==> src/hdl/text_tokenizer_stream_macros.svh <==
// ----------------------------------------------------------------------------
// Assertion macros for the text tokenizer stream
// Clocked assertions, disabled while reset is high.
// ----------------------------------------------------------------------------
`ifndef TEXT_TOKENIZER_STREAM_MACROS_SVH
`define TEXT_TOKENIZER_STREAM_MACROS_SVH

// property must hold at every clock edge outside reset
`define TTS_ASSERT(name, prop, msg) \
   name: assert property (@(posedge clock) disable iff (reset) (prop)) else $error(msg);

// condition must never be seen at a clock edge outside reset
`define TTS_NEVER(name, cond, msg) \
   `TTS_ASSERT(name, !(cond), msg)

`endif

==> src/hdl/tts_pkg.sv <==
// ----------------------------------------------------------------------------
// tts_pkg
// Shared constants, types and character classes of the text tokenizer.
// ----------------------------------------------------------------------------
`timescale 1ns / 1ps

package tts_pkg;

   localparam int LINE_CHARS = 256;
   localparam int POS_W      = $clog2(LINE_CHARS);
   localparam int MAX_TOKEN  = 255;
   localparam int LINE_W     = 20;
   localparam logic [LINE_W-1:0] LINE_MAX = {LINE_W{1'b1}};
   localparam int FIFO_DEPTH = 4;
   localparam int FIFO_AW    = $clog2(FIFO_DEPTH);

   localparam logic [7:0] CH_NUL   = 8'h00;
   localparam logic [7:0] CH_LF    = 8'h0A;
   localparam logic [7:0] CH_CR    = 8'h0D;
   localparam logic [7:0] CH_BANG  = 8'h21;
   localparam logic [7:0] CH_QUOTE = 8'h22;
   localparam logic [7:0] CH_HASH  = 8'h23;
   localparam logic [7:0] CH_PLUS  = 8'h2B;
   localparam logic [7:0] CH_MINUS = 8'h2D;
   localparam logic [7:0] CH_DOT   = 8'h2E;
   localparam logic [7:0] CH_NINE  = 8'h39;
   localparam logic [7:0] CH_UA    = 8'h41;
   localparam logic [7:0] CH_UZ    = 8'h5A;
   localparam logic [7:0] CH_UNDER = 8'h5F;
   localparam logic [7:0] CH_LA    = 8'h61;
   localparam logic [7:0] CH_LZ    = 8'h7A;
   localparam logic [7:0] CH_TILDE = 8'h7E;

   typedef enum logic [1:0] {
      MODE_SKIP,
      MODE_DISCARD,
      MODE_TOKEN,
      MODE_QUOTE
   } mode_type;

   // up to two results of one request, sharing one line number
   typedef struct packed {
      logic              valid0;
      logic [7:0]        char0;
      logic              last0;
      logic              eoi0;
      logic              valid1;
      logic [7:0]        char1;
      logic              last1;
      logic              eoi1;
      logic [LINE_W-1:0] line;
   } bundle_type;

   function automatic logic is_divider(input logic [7:0] c);
      logic keep;
      keep = (c >= CH_DOT && c <= CH_NINE) || (c >= CH_UA && c <= CH_UZ) ||
             (c >= CH_LA && c <= CH_LZ) || c == CH_UNDER || c == CH_PLUS ||
             c == CH_MINUS || c == CH_TILDE || c == CH_QUOTE;
      return !keep;
   endfunction

   function automatic logic is_component(input logic [7:0] c);
      return c >= CH_BANG && c <= CH_TILDE && c != CH_HASH;
   endfunction

endpackage

==> src/hdl/tts_fifo.sv <==
// ----------------------------------------------------------------------------
// tts_fifo
// Short queue of result bundles between the scanner and the output stage.
// ----------------------------------------------------------------------------
`timescale 1ns / 1ps
`include "text_tokenizer_stream_macros.svh"

module tts_fifo
   import tts_pkg::*;
(
   input  logic       clock,
   input  logic       reset,
   input  logic       push,
   input  bundle_type push_data,
   output logic       full,
   input  logic       pop,
   output bundle_type head,
   output logic       not_empty
);

   bundle_type           mem_ff [FIFO_DEPTH];
   logic [FIFO_AW-1:0]   wr_ptr_ff, wr_ptr_in;
   logic [FIFO_AW-1:0]   rd_ptr_ff, rd_ptr_in;
   logic [FIFO_AW:0]     count_ff, count_in;

   assign full      = (count_ff == (FIFO_AW+1)'(FIFO_DEPTH));
   assign not_empty = (count_ff != '0);
   assign head      = mem_ff[rd_ptr_ff];

   always_comb begin
      wr_ptr_in = push ? wr_ptr_ff + 1'b1 : wr_ptr_ff;
      rd_ptr_in = pop  ? rd_ptr_ff + 1'b1 : rd_ptr_ff;
      count_in  = count_ff + (FIFO_AW+1)'(push) - (FIFO_AW+1)'(pop);
   end

   always_ff @(posedge clock) begin
      if (reset) begin
         wr_ptr_ff <= '0;
         rd_ptr_ff <= '0;
         count_ff  <= '0;
      end else begin
         wr_ptr_ff <= wr_ptr_in;
         rd_ptr_ff <= rd_ptr_in;
         count_ff  <= count_in;
      end
   end

   always_ff @(posedge clock) begin
      if (push) begin
         mem_ff[wr_ptr_ff] <= push_data;
      end
   end

   `TTS_NEVER(a_push_when_full, push && full && !pop, "tts_fifo: push while full")
   `TTS_NEVER(a_pop_when_empty, pop && !not_empty, "tts_fifo: pop while empty")
   `TTS_ASSERT(a_count_range, count_ff <= (FIFO_AW+1)'(FIFO_DEPTH), "tts_fifo: bad count")

endmodule

==> src/hdl/tts_front.sv <==
// ----------------------------------------------------------------------------
// tts_front
// Scanner: classifies each byte, tracks lines and tokens, builds results.
// ----------------------------------------------------------------------------
`timescale 1ns / 1ps

module tts_front
   import tts_pkg::*;
(
   input  logic              clock,
   input  logic              reset,
   input  logic              csr_wr_en,
   input  logic [7:0]        csr_wr_data,
   input  logic              accept,
   input  logic              kind,
   input  logic [7:0]        char_byte,
   output logic              push,
   output bundle_type        push_data
);

   typedef struct packed {
      mode_type   mode;
      logic       in_quotes;
      logic [7:0] held_char;
      logic       held_valid;
      logic [7:0] tok_len;
   } tok_state_type;

   typedef struct packed {
      tok_state_type st;
      bundle_type    b;
   } work_type;

   localparam tok_state_type TOK_IDLE = '{mode: MODE_SKIP, in_quotes: 1'b0,
      held_char: 8'h00, held_valid: 1'b0, tok_len: 8'h00};

   tok_state_type     st_ff, st_in;
   logic [7:0]        limit_ff, limit_in;
   logic [LINE_W-1:0] line_ff, line_in;
   logic [POS_W-1:0]  pos_ff, pos_in;
   logic              acr_ff, acr_in;

   logic [7:0]        eff_lim;
   logic [POS_W-1:0]  pos_next;
   work_type          w;

   function automatic work_type put_res(input work_type wi, input logic [7:0] ch,
                                        input logic last, input logic eoi);
      work_type r;
      r = wi;
      if (!r.b.valid0) begin
         r.b.valid0 = 1'b1;
         r.b.char0  = ch;
         r.b.last0  = last;
         r.b.eoi0   = eoi;
      end else if (!r.b.valid1) begin
         r.b.valid1 = 1'b1;
         r.b.char1  = ch;
         r.b.last1  = last;
         r.b.eoi1   = eoi;
      end
      return r;
   endfunction

   function automatic work_type flush_tok(input work_type wi);
      work_type r;
      r = wi;
      if (r.st.mode == MODE_TOKEN && r.st.held_valid) begin
         r = put_res(r, r.st.held_char, 1'b1, 1'b0);
      end
      r.st = TOK_IDLE;
      return r;
   endfunction

   function automatic work_type check_lim(input work_type wi, input logic [7:0] lim);
      work_type r;
      r = wi;
      if (r.st.tok_len >= lim) begin
         r = flush_tok(r);
      end
      return r;
   endfunction

   function automatic work_type start_fresh(input work_type wi, input logic [7:0] c,
                                            input logic [7:0] lim);
      work_type r;
      r = wi;
      if (c == CH_HASH || c == CH_NUL) begin
         r.st.mode = MODE_DISCARD;
      end else if (is_component(c)) begin
         if (c == CH_QUOTE) begin
            r.st.mode    = MODE_QUOTE;
            r.st.tok_len = 8'h00;
         end else if (is_divider(c)) begin
            r = put_res(r, c, 1'b1, 1'b0);
         end else begin
            r.st.held_char  = c;
            r.st.held_valid = 1'b1;
            r.st.tok_len    = 8'h01;
            r.st.in_quotes  = 1'b0;
            r.st.mode       = MODE_TOKEN;
            r = check_lim(r, lim);
         end
      end
      return r;
   endfunction

   always_comb begin
      limit_in = csr_wr_en ? csr_wr_data : limit_ff;
      eff_lim  = (limit_ff > 8'(MAX_TOKEN)) ? 8'(MAX_TOKEN) : limit_ff;
      pos_next = pos_ff + 1'b1;
      w        = '{st: st_ff, b: '0};
      line_in  = line_ff;
      pos_in   = pos_ff;
      acr_in   = acr_ff;
      if (accept) begin
         if (kind) begin
            w      = flush_tok(w);
            w      = put_res(w, 8'h00, 1'b0, 1'b1);
            pos_in = '0;
            acr_in = 1'b0;
         end else if (acr_ff && char_byte == CH_LF) begin
            acr_in = 1'b0;
         end else begin
            acr_in = 1'b0;
            if (pos_ff == '0 && line_ff != LINE_MAX) begin
               line_in = line_ff + 1'b1;
            end
            if (char_byte == CH_CR || char_byte == CH_LF) begin
               w      = flush_tok(w);
               pos_in = '0;
               acr_in = (char_byte == CH_CR);
            end else begin
               case (w.st.mode)
                  MODE_SKIP: begin
                     w = start_fresh(w, char_byte, eff_lim);
                  end
                  MODE_QUOTE: begin
                     w.st.tok_len = 8'h01;
                     if (is_divider(char_byte)) begin
                        w = put_res(w, char_byte, 1'b1, 1'b0);
                        w = flush_tok(w);
                     end else begin
                        w.st.held_char  = char_byte;
                        w.st.held_valid = 1'b1;
                        w.st.in_quotes  = 1'b1;
                        w.st.mode       = MODE_TOKEN;
                        w = check_lim(w, eff_lim);
                     end
                  end
                  MODE_TOKEN: begin
                     if (!w.st.in_quotes && is_divider(char_byte)) begin
                        w = flush_tok(w);
                        w = start_fresh(w, char_byte, eff_lim);
                     end else begin
                        if (w.st.tok_len != 8'hFF) begin
                           w.st.tok_len = w.st.tok_len + 8'h01;
                        end
                        if (char_byte == CH_QUOTE) begin
                           w.st.in_quotes = 1'b0;
                        end else begin
                           if (w.st.held_valid) begin
                              w = put_res(w, w.st.held_char, 1'b0, 1'b0);
                           end
                           w.st.held_char  = char_byte;
                           w.st.held_valid = 1'b1;
                        end
                        w = check_lim(w, eff_lim);
                     end
                  end
                  default: begin
                  end
               endcase
               if (pos_next >= POS_W'(LINE_CHARS - 1)) begin
                  pos_in = '0;
                  w      = flush_tok(w);
               end else begin
                  pos_in = pos_next;
               end
            end
         end
      end
      st_in          = w.st;
      push_data      = w.b;
      push_data.line = line_in;
      push           = accept && w.b.valid0;
   end

   always_ff @(posedge clock) begin
      if (reset) begin
         st_ff    <= TOK_IDLE;
         limit_ff <= 8'd32;
         line_ff  <= '0;
         pos_ff   <= '0;
         acr_ff   <= 1'b0;
      end else begin
         st_ff    <= st_in;
         limit_ff <= limit_in;
         line_ff  <= line_in;
         pos_ff   <= pos_in;
         acr_ff   <= acr_in;
      end
   end

endmodule

==> src/hdl/tts_back.sv <==
// ----------------------------------------------------------------------------
// tts_back
// Output stage: takes bundles from the queue and sends one result a cycle while rsp_tready is high.
// ----------------------------------------------------------------------------
`timescale 1ns / 1ps
`include "text_tokenizer_stream_macros.svh"

module tts_back
   import tts_pkg::*;
(
   input  logic              clock,
   input  logic              reset,
   input  bundle_type        head,
   input  logic              not_empty,
   output logic              pop,
   output logic              rsp_tvalid,
   input  logic              rsp_tready,
   output logic [7:0]        token_char,
   output logic              last_of_token,
   output logic [LINE_W-1:0] line_number,
   output logic              end_of_input
);

   bundle_type cur_ff, cur_in;
   logic       have_ff, have_in;
   logic       idx_ff, idx_in;
   logic       done;

   always_comb begin
      done    = rsp_tready && (idx_ff || !cur_ff.valid1);
      pop     = not_empty && (!have_ff || done);
      cur_in  = pop ? head : cur_ff;
      have_in = have_ff;
      idx_in  = idx_ff;
      if (pop) begin
         have_in = 1'b1;
         idx_in  = 1'b0;
      end else if (have_ff && rsp_tready) begin
         if (done) begin
            have_in = 1'b0;
            idx_in  = 1'b0;
         end else begin
            idx_in = 1'b1;
         end
      end
   end

   always_ff @(posedge clock) begin
      if (reset) begin
         have_ff <= 1'b0;
         idx_ff  <= 1'b0;
      end else begin
         have_ff <= have_in;
         idx_ff  <= idx_in;
      end
   end

   always_ff @(posedge clock) begin
      cur_ff <= cur_in;
   end

   assign rsp_tvalid    = have_ff;
   assign token_char    = idx_ff ? cur_ff.char1 : cur_ff.char0;
   assign last_of_token = idx_ff ? cur_ff.last1 : cur_ff.last0;
   assign end_of_input  = idx_ff ? cur_ff.eoi1  : cur_ff.eoi0;
   assign line_number   = cur_ff.line;

   `TTS_NEVER(a_second_valid, have_ff && idx_ff && !cur_ff.valid1, "tts_back: empty slot sent")
   `TTS_NEVER(a_idx_idle, !have_ff && idx_ff, "tts_back: slot index set while idle")
   `TTS_ASSERT(a_rsp_hold, rsp_tvalid && !rsp_tready |=> $stable(cur_ff), "tts_back: stall")

endmodule

==> src/hdl/text_tokenizer_stream.sv <==
// ----------------------------------------------------------------------------
// text_tokenizer_stream
// Byte stream tokenizer: one request per byte, one response per token char.
// ----------------------------------------------------------------------------
// Requests: req_tdata[7:0] is a byte, req_tuser set marks end of input.
// Responses: one per token character, rsp_tlast on the final character of
// a token, rsp_tdata[27:8] the line number; rsp_tuser marks the end-of-input
// response that follows any flushed token.
// csr_wr_en / csr_wr_data set the token length limit (reset value 32);
// write it only while the block is idle.
// The first response of a request passes through the queue and then the
// output register before it can be accepted.
// Throughput: one request per cycle unless the queue is full; a request may
// cause up to two responses, which leave the output register one per cycle while rsp_tready is high.
// The scanner feeds a four-entry queue of response pairs; req_tready drops
// only when that queue is full, so a stalled receiver backs up into it.
// Reset clears scanner state, line count, queue and output stage and
// restores the limit register; no clearing pass is needed.
// ----------------------------------------------------------------------------
`timescale 1ns / 1ps

module text_tokenizer_stream
   import tts_pkg::*;
(
   input  logic        clock,
   input  logic        reset,
   input  logic        csr_wr_en,
   input  logic [7:0]  csr_wr_data,
   input  logic        req_tvalid,
   output logic        req_tready,
   input  logic [7:0]  req_tdata,   // [7:0] char_byte
   input  logic        req_tuser,   // [0] kind
   output logic        rsp_tvalid,
   input  logic        rsp_tready,
   output logic [31:0] rsp_tdata,   // [7:0] token_char, [27:8] line_number, pad
   output logic        rsp_tlast,   // last_of_token
   output logic        rsp_tuser    // [0] end_of_input
);

   logic              accept;
   logic              push, pop, full, not_empty;
   bundle_type        push_data, head;
   logic [7:0]        token_char;
   logic [LINE_W-1:0] line_number;

   assign req_tready = !full;
   assign accept     = req_tvalid && req_tready;

   tts_front u_front (
      .clock       (clock),
      .reset       (reset),
      .csr_wr_en   (csr_wr_en),
      .csr_wr_data (csr_wr_data),
      .accept      (accept),
      .kind        (req_tuser),
      .char_byte   (req_tdata),
      .push        (push),
      .push_data   (push_data)
   );

   tts_fifo u_fifo (
      .clock     (clock),
      .reset     (reset),
      .push      (push),
      .push_data (push_data),
      .full      (full),
      .pop       (pop),
      .head      (head),
      .not_empty (not_empty)
   );

   tts_back u_back (
      .clock         (clock),
      .reset         (reset),
      .head          (head),
      .not_empty     (not_empty),
      .pop           (pop),
      .rsp_tvalid    (rsp_tvalid),
      .rsp_tready    (rsp_tready),
      .token_char    (token_char),
      .last_of_token (rsp_tlast),
      .line_number   (line_number),
      .end_of_input  (rsp_tuser)
   );

   assign rsp_tdata = {4'h0, line_number, token_char};

endmodule
==> config.mk <==
export PLATFORM = sky130hd
export DESIGN_NAME = text_tokenizer_stream
export DESIGN_NICKNAME = d
export VERILOG_FILES = /design/src/hdl/tts_pkg.sv /design/src/hdl/tts_fifo.sv /design/src/hdl/tts_front.sv /design/src/hdl/tts_back.sv /design/src/hdl/text_tokenizer_stream.sv
export VERILOG_INCLUDE_DIRS = /design/src /design/src/hdl
export SDC_FILE = /design/constraint.sdc
export NUM_CORES = 1
export LEC_CHECK = 0
export ABC_AREA = 1
export ABC_CLOCK_PERIOD_IN_PS = 5600
export BUFFER_PORTS_ARGS = -buffer_cell sky130_fd_sc_hd__buf_4
export CAP_MARGIN = 20
export CORE_ASPECT_RATIO = 0.8
export CORE_MARGIN = 5
export CORE_UTILIZATION = 50
export DETAILED_ROUTE_END_ITERATION = 10
export MAX_ROUTING_LAYER = met4
export PLACE_DENSITY = 0.69
export SLEW_MARGIN = 30
export SYNTH_ARGS = -nofsm -noshare
export SYNTH_HDL_FRONTEND = slang
export SYNTH_SLANG_ARGS = --single-unit
==> constraint.sdc <==
create_clock -name clock -period 5.6 [get_ports clock]
set_input_delay 0 -clock clock [delete_from_list [all_inputs] [get_ports clock]]
set_output_delay 0 -clock clock [all_outputs]
set_load 0.005 [all_outputs]
# Yosys cells after proc, flatten, opt, wreduce, memory -nomap -nowiden
# Memory sizes are Yosys's and may differ from the RTL's. A register that Yosys moved wholly into a read port is not among the register bits.
# Index checks and enable logic that the tools add are counted.
op_classes:
  mux: 108
  addsub: 7
  reduce_logical: 41
  n_eq_ne: 17
  n_lt_le_gt_ge: 12
op_table:
  columns: ["operator", "count"]
  rows:
  - ["62-bit 2-to-1 mux", 18]
  - ["42-bit 2-to-1 mux", 16]
  - ["59-bit 2-to-1 mux", 7]
  - ["11-bit 2-to-1 mux", 17]
  - ["62-bit case mux with 3 select lines", 1]
  - ["10-bit 2-to-1 mux", 12]
  - ["60-bit 2-to-1 mux", 2]
  - ["20-bit 2-to-1 mux", 4]
  - ["8-bit 2-to-1 mux", 9]
  - ["8-bit by 6-bit == test with 1-bit output, second input constant", 4]
  - ["8-bit by 7-bit less-or-equal comparator with 1-bit output, second input constant", 3]
  - ["20-bit by 1-bit adder with 20-bit output, second input constant", 1]
  - ["2-bit 2-to-1 mux", 10]
  - ["20-bit != test, second input constant", 1]
  - ["8-bit by 1-bit adder with 8-bit output, second input constant", 2]
  - ["8-bit by 4-bit == test with 1-bit output, second input constant", 2]
  - ["8-bit by 7-bit == test with 1-bit output, second input constant", 2]
  - ["8-bit by 6-bit >= comparator with 1-bit output, second input constant", 2]
  - ["8-bit by 7-bit >= comparator with 1-bit output, second input constant", 2]
  - ["1-bit logical AND", 16]
  - ["8-bit zero test", 2]
  - ["1-bit 2-to-1 mux", 12]
  - ["1-bit logical OR", 11]
  - ["2-bit == test, second input constant", 4]
  - ["18 further kinds", 25]
word_totals:
  reg_bits: 66
  ram_bits: 168
  n_memories: 1
  out_inout_bits: 36
  input_bits: 22
mem_list:
  columns: ["memory", "depth", "word_bits", "read_ports", "rd_clocked_by_memory_dff", "wr", "line", "source"]
  rows:
  - ["u_fifo.mem_ff", 4, 42, 1, 1, 1, "tts_fifo.sv:21", "bundle_type mem_ff [FIFO_DEPTH];"]

# Depth between registers and ports, before layout
logic_depth:
  word_depth: 41
  depth_mapped: 33

# By module
# Synthesis repeated with hierarchy kept, for this count alone.
unflattened:
  cells_unflattened: 1539
  area_unflattened_um2: 14136.1
by_module_without_submodules:
  columns: ["module", "instances", "cells_per_inst", "area_per_inst_um2", "seq_area_each_um2"]
  rows:
  - ["tts_fifo", 1, 546, 7378.3, 5225.0]
  - ["tts_front", 1, 877, 5102.4, 1141.1]
  - ["tts_back", 1, 108, 1607.8, 1271.2]
  - ["text_tokenizer_stream", 1, 8, 47.5, 0.0]

# Worst setup path before layout
# OpenSTA, ideal clock, no wires.
synth_path:
  path_type: "reg-to-reg"
  start: "register u_front.st_ff[0] in the netlist's numbering"
  end: "memory u_fifo.mem_ff[0][0] in the netlist's numbering, enable pin"
  t_required_ns: 5.160
  path_slack_ns: 0.402
  path_stages_with_launch: 27
  arrival_ns: 4.759
  cell_sequence: "dfxtp_1 -> ha_1 -> nand4_1 -> nor2_1 -> inv_1 -> nor2_1 -> inv_1 -> o21ai_0 -> ha_1 -> inv_1 -> nor2_1 -> o21ai_0 -> nand2_1 -> nand2_1 -> nand3_1 -> inv_1 -> nand3_2 -> buf_6 -> nand2_1 -> nand2_1 -> nand2_2 -> nand3_4 -> nand3_2 -> nand2_1 -> nand2_2 -> inv_2 -> nor2_1"
synth_via:
  elab_chain_cells: 28
synth_lines:
  columns: ["element", "line", "source"]
  rows:
  - ["start: declaration", "tts_front.sv:37", "tok_state_type st_ff, st_in;"]
  - ["start signal: assignment", "tts_front.sv:197", "st_ff <= st_in;"]
  - ["8-bit by 1-bit adder with 8-bit output / 8-bit != test (equally long branches)", "tts_front.sv:157, tts_front.sv:156", null]
  - ["8-bit 2-to-1 mux (*)", "tts_front.sv:156", "if (w.st.tok_len != 8'hFF) begin"]
  - ["59-bit 2-to-1 mux (*)", "tts_front.sv:159", "if (char_byte == CH_QUOTE) begin"]
  - ["59-bit 2-to-1 mux (*)", "tts_front.sv:152", "if (!w.st.in_quotes && is_divider(char_byte)) begin"]
  - ["59-bit 2-to-1 mux (*)", "tts_front.sv:134", "case (w.st.mode)"]
  - ["59-bit 2-to-1 mux (*)", "tts_front.sv:129", "if (char_byte == CH_CR || char_byte == CH_LF) begin"]
  - ["59-bit 2-to-1 mux (*)", "tts_front.sv:122", "end else if (acr_ff && char_byte == CH_LF) begin"]
  - ["59-bit 2-to-1 mux (*)", "tts_front.sv:117", "if (kind) begin"]
  - ["[... 12 more ...]", null, null]
  - ["62-bit 2-to-1 mux (*)", "tts_front.sv:174", "if (pos_next >= POS_W'(LINE_CHARS - 1)) begin"]
  - ["62-bit 2-to-1 mux (*)", "tts_front.sv:129", null]
  - ["62-bit 2-to-1 mux (*)", "tts_front.sv:122", null]
  - ["62-bit 2-to-1 mux (*)", "tts_front.sv:117", null]
  - ["42-bit 2-to-1 mux (*)", "tts_front.sv:116", "if (accept) begin"]
  - ["1-bit logical AND (*)", "tts_front.sv:186", "push = accept && w.b.valid0;"]
  - ["1-bit 2-to-1 mux (*)", "tts_fifo.sv:49", "if (push) begin"]
  - ["1-bit 2-to-1 mux (implied by the code) (*)", "tts_fifo.sv:50", "mem_ff[wr_ptr_ff] <= push_data;"]
  - ["end: declaration", "tts_fifo.sv:21", null]
# Every way passes the cells marked *; elsewhere a longest branch is shown, timed or not. The select of a mux whose other input is x is not followed.

# Worst setup path in the final report
layout_path:
  start: "register u_front.st_ff[0] in the netlist's numbering"
  end: "register u_fifo.count_ff[2]"
layout_via:
  elab_chain_cells: 28
layout_lines:
  columns: ["element", "line", "source"]
  rows:
  - ["8-bit by 1-bit adder with 8-bit output / 8-bit != test (equally long branches)", "tts_front.sv:157, tts_front.sv:156", null]
  - ["8-bit 2-to-1 mux (*)", "tts_front.sv:156", null]
  - ["59-bit 2-to-1 mux (*)", "tts_front.sv:159", null]
  - ["59-bit 2-to-1 mux (*)", "tts_front.sv:152", null]
  - ["59-bit 2-to-1 mux (*)", "tts_front.sv:134", null]
  - ["59-bit 2-to-1 mux (*)", "tts_front.sv:129", null]
  - ["59-bit 2-to-1 mux (*)", "tts_front.sv:122", null]
  - ["59-bit 2-to-1 mux (*)", "tts_front.sv:117", null]
  - ["[... 12 more ...]", null, null]
  - ["62-bit 2-to-1 mux (*)", "tts_front.sv:174", null]
  - ["62-bit 2-to-1 mux (*)", "tts_front.sv:129", null]
  - ["62-bit 2-to-1 mux (*)", "tts_front.sv:122", null]
  - ["62-bit 2-to-1 mux (*)", "tts_front.sv:117", null]
  - ["42-bit 2-to-1 mux (*)", "tts_front.sv:116", null]
  - ["1-bit logical AND (*)", "tts_front.sv:186", null]
  - ["3-bit by 1-bit adder with 3-bit output (*)", "tts_fifo.sv:33", "count_in = count_ff + (FIFO_AW+1)'(push) - (FIFO_AW+1)'(pop);"]
  - ["3-bit by 1-bit subtractor with 3-bit output (*)", "tts_fifo.sv:33", null]
  - ["end signal: assignment", "tts_fifo.sv:44", "count_ff <= count_in;"]
  - ["end: declaration", "tts_fifo.sv:24", "logic [FIFO_AW:0] count_ff, count_in;"]
# Marked as above.
# A chain may end at the register's enable or synchronous reset.

==> out/qor.yml <==
layout_common_cells: "nand2_1, edfxtp_1, nor2_1"
post_cts_buffers: 0
avgRoutedWirePerCell_um: 17.65
drtAntennaViolNets: 0
track_usage_pct: 22.08
arrival_ns: 5.54
required_ns: 6.04
hold_path_class: "in -> reg"
slowest_stage: "fa_1"
syn-instance-count: 1398
finalCritPeriodShare_pct: 91.12
area_growth_pct: 12.99
insertion_delay_ns: 0.56
post_cts_resize_count: 0
avgViaCountPerCell: 5.530
initial_core_util_pct: 51.09
synthAdderAreaFrac_pct: 1.978
slew_viol_final: 0
path_max_fanout: 6
synth_mux_area_share_pct: 0
finalWorstSetupSlack_ns: 0.4973
power.density_mw_per_mm2: 412.3
first_pass_iters: 5
cts_root_buf: "clkbuf_16"
async_flop_share_pct: 0
fp.dieArea_mm2: 0.02941
avgSynthCellArea_um2: 9.320
cp-end-kind: "flip-flop"
slew_headroom_pct: 41.83
place_congestion: 1.014
cts_buffers: 28
globalRoute.totalOverflow: 0
layout_commonest_cell: "nand2_1"
fill_cells: 2264
synth_flop_cell: "edfxtp_1"
num_rows: 52
synth_top_family_by_area: "simple AND/OR/NAND/NOR gates"
utilization_pct: 57.73
layout-drive-gt1-share_pct: 11.81
hold_buffers: 17
htreeDepth: 1
antenna_found_initial: 0
setup_viol: 0
dpl.hpwl_um: 20960
final_nets: 1477
clock_sinks: 271
synth_compound_area_share_pct: 12.57
ys_warn_count: 0
synth_area_mm2: 0.01303
fmax_ghz: 0.1960
cts.clk_slew.worst_paths_ns: 0.06
rsz0062_at_grt: "no"
io_buffers: 53
synth-seq-cells: 271
status: "finished, final reports clean"
first_iter_violations: 907
vias: 9999
fp.dieW_um: 190.5
finalCriticalPeriod_ns: 5.103
core_area_mm2: 0.02550
drcViolationCount: 0
dp_worst_setup_slack_ns: 0.5938
path_class: "reg -> reg"
worst_pin_slew_ns: 0.8726
ys_types: 51
diodes: 0
synth-simple-area-share_pct: 19.19
finClkSkew_ns: 0.01485
tns_ns: 0
die_h_um: 154.4
p_leak_uw: 0.005680
ys_seq_area_share_pct: 57.38
ios: 58
synth_edf_count: 205
peakVddDrop_mv: 0.3464
slowest_delay_ns: 0.41
grt_pass1_vias: 9291
synth_xor_area_share_pct: 1.412
drv.max_cap_violation_count: 0
start_kind: "flip-flop"
cts_tree: "yes"
grt_pass1_wl_um: 51120
clockBufferDepth: 3
final_hold_viol_count: 0
routed_wl_um: 31910
grt_max_degree: 84
routing by layer:
layer / up-vias / part of all wire, % / routed length [um] / track usage, %
met2: 438 / 41 / 13160 / 30.62
li1: 4835 / - / - / -
met3: 44 / 9.4 / 2984 / 3.898
met1: 4682 / 47 / 15070 / 34.03
met4: 0 / 2.2 / 695 / 4.821
met5: - / 0 / 0 / -
cell families after synthesis:
logic type	count (synthesis)
flops	271
compound gates	303
fa+ha+maj	20
simple gates	554
xor+xnor	21
other cells	1
buf+inv	228
registers in the layout, indices dropped and copies added (netlist names):
name,flops
u_back.rsp_tvalid,1
u_fifo.count_ff,3
u_back.line_number,20
u_back.idx_ff,1
u_front.line_ff,20
u_fifo.mem_ff,164
u_front.limit_ff,8
u_front.pos_ff,8
u_fifo.wr_ptr_ff,2
u_back.cur_ff,21
u_fifo.rd_ptr_ff,2
u_front.acr_ff,1
u_front.st_ff,20
area by class of cell:
cell class / count / area [um2] / area share, %
flip-flops and latches: 271 / 7480 / 50.80
clock buffers: 33 / 729.5 / 4.955
repair buffers: 83 / 703.2 / 4.776
multi-input cells: 902 / 4632 / 31.46
inverters: 149 / 561.8 / 3.816
clock inverters: 19 / 177.7 / 1.207
well taps: 351 / 439.2 / 2.983
power by group:
group / switching [uW] / total, uW / internal [uW]
registers: 131 / 2710 / 2580
clock network: 779 / 1810 / 1030
logic: 1020 / 1550 / 533
worst paths after layout:
path                       start             endpoint  slack (ns)  cells after the start
min                 req_tdata[3]    u_front.st_ff[12]         0.1                      5
max reg2reg     u_front.st_ff[0]   u_fifo.count_ff[2]        0.50                     30
max             u_front.st_ff[0]   u_fifo.count_ff[2]        0.50                     30
min reg2reg  u_front.limit_ff[4]  u_front.limit_ff[4]        0.49                      2
Yosys cell counts, types with 3 or more instances:
cell type / n / share of area (%)
a21oi_1: 73 / 2.8
a31oi_1: 4 / 0.19
buf_1: 3 / 0.086
buf_2: 8 / 0.31
buf_4: 25 / 1.4
clkbuf_1: 42 / 1.2
dfxtp_1: 66 / 10
edfxtp_1: 205 / 47
ha_1: 19 / 1.8
inv_1: 133 / 3.8
inv_2: 13 / 0.37
nand2_1: 211 / 6.1
nand2_2: 9 / 0.43
nand2_4: 4 / 0.35
nand3_1: 67 / 2.6
nand3_2: 5 / 0.38
nand4_1: 21 / 1.0
nor2_1: 193 / 5.6
nor2_2: 9 / 0.43
nor2_8: 3 / 0.46
nor3_1: 13 / 0.50
nor4_1: 4 / 0.19
o21ai_0: 143 / 5.5
o21ai_1: 24 / 0.92
o221ai_1: 7 / 0.47
o22ai_1: 42 / 2.0
or2_1: 3 / 0.14
xnor2_1: 6 / 0.40
xor2_1: 15 / 1.0
per-stage QoR:
step / std cells / power, uW / cell area (um2) / hold slack, ns
after floorplan: 1401 / 3774 / 13040 / 0.1117
after global placement: 1739 / 4243 / 13650 / 0.2213
after detailed placement: 1739 / 4290 / 13650 / 0.2281
after CTS: 1808 / 6113 / 14720 / 0.04896
after global routing: 1808 / 6410 / 14720 / 0.1158
final: 1808 / 6071 / 14720 / 0.09997
worst max-delay path: cells and delay by family, from the launching register on:
family                   cells  cell delay, ns
AND/OR/NAND/NOR             15            1.81
adder cells (fa/ha/maj)      5            1.46
AO/OA/AOI/OAI                4            0.76
buffers and inverters        6            0.57
flip-flops                   1            0.40
Note: power is estimated with default switching activity, not from simulation.
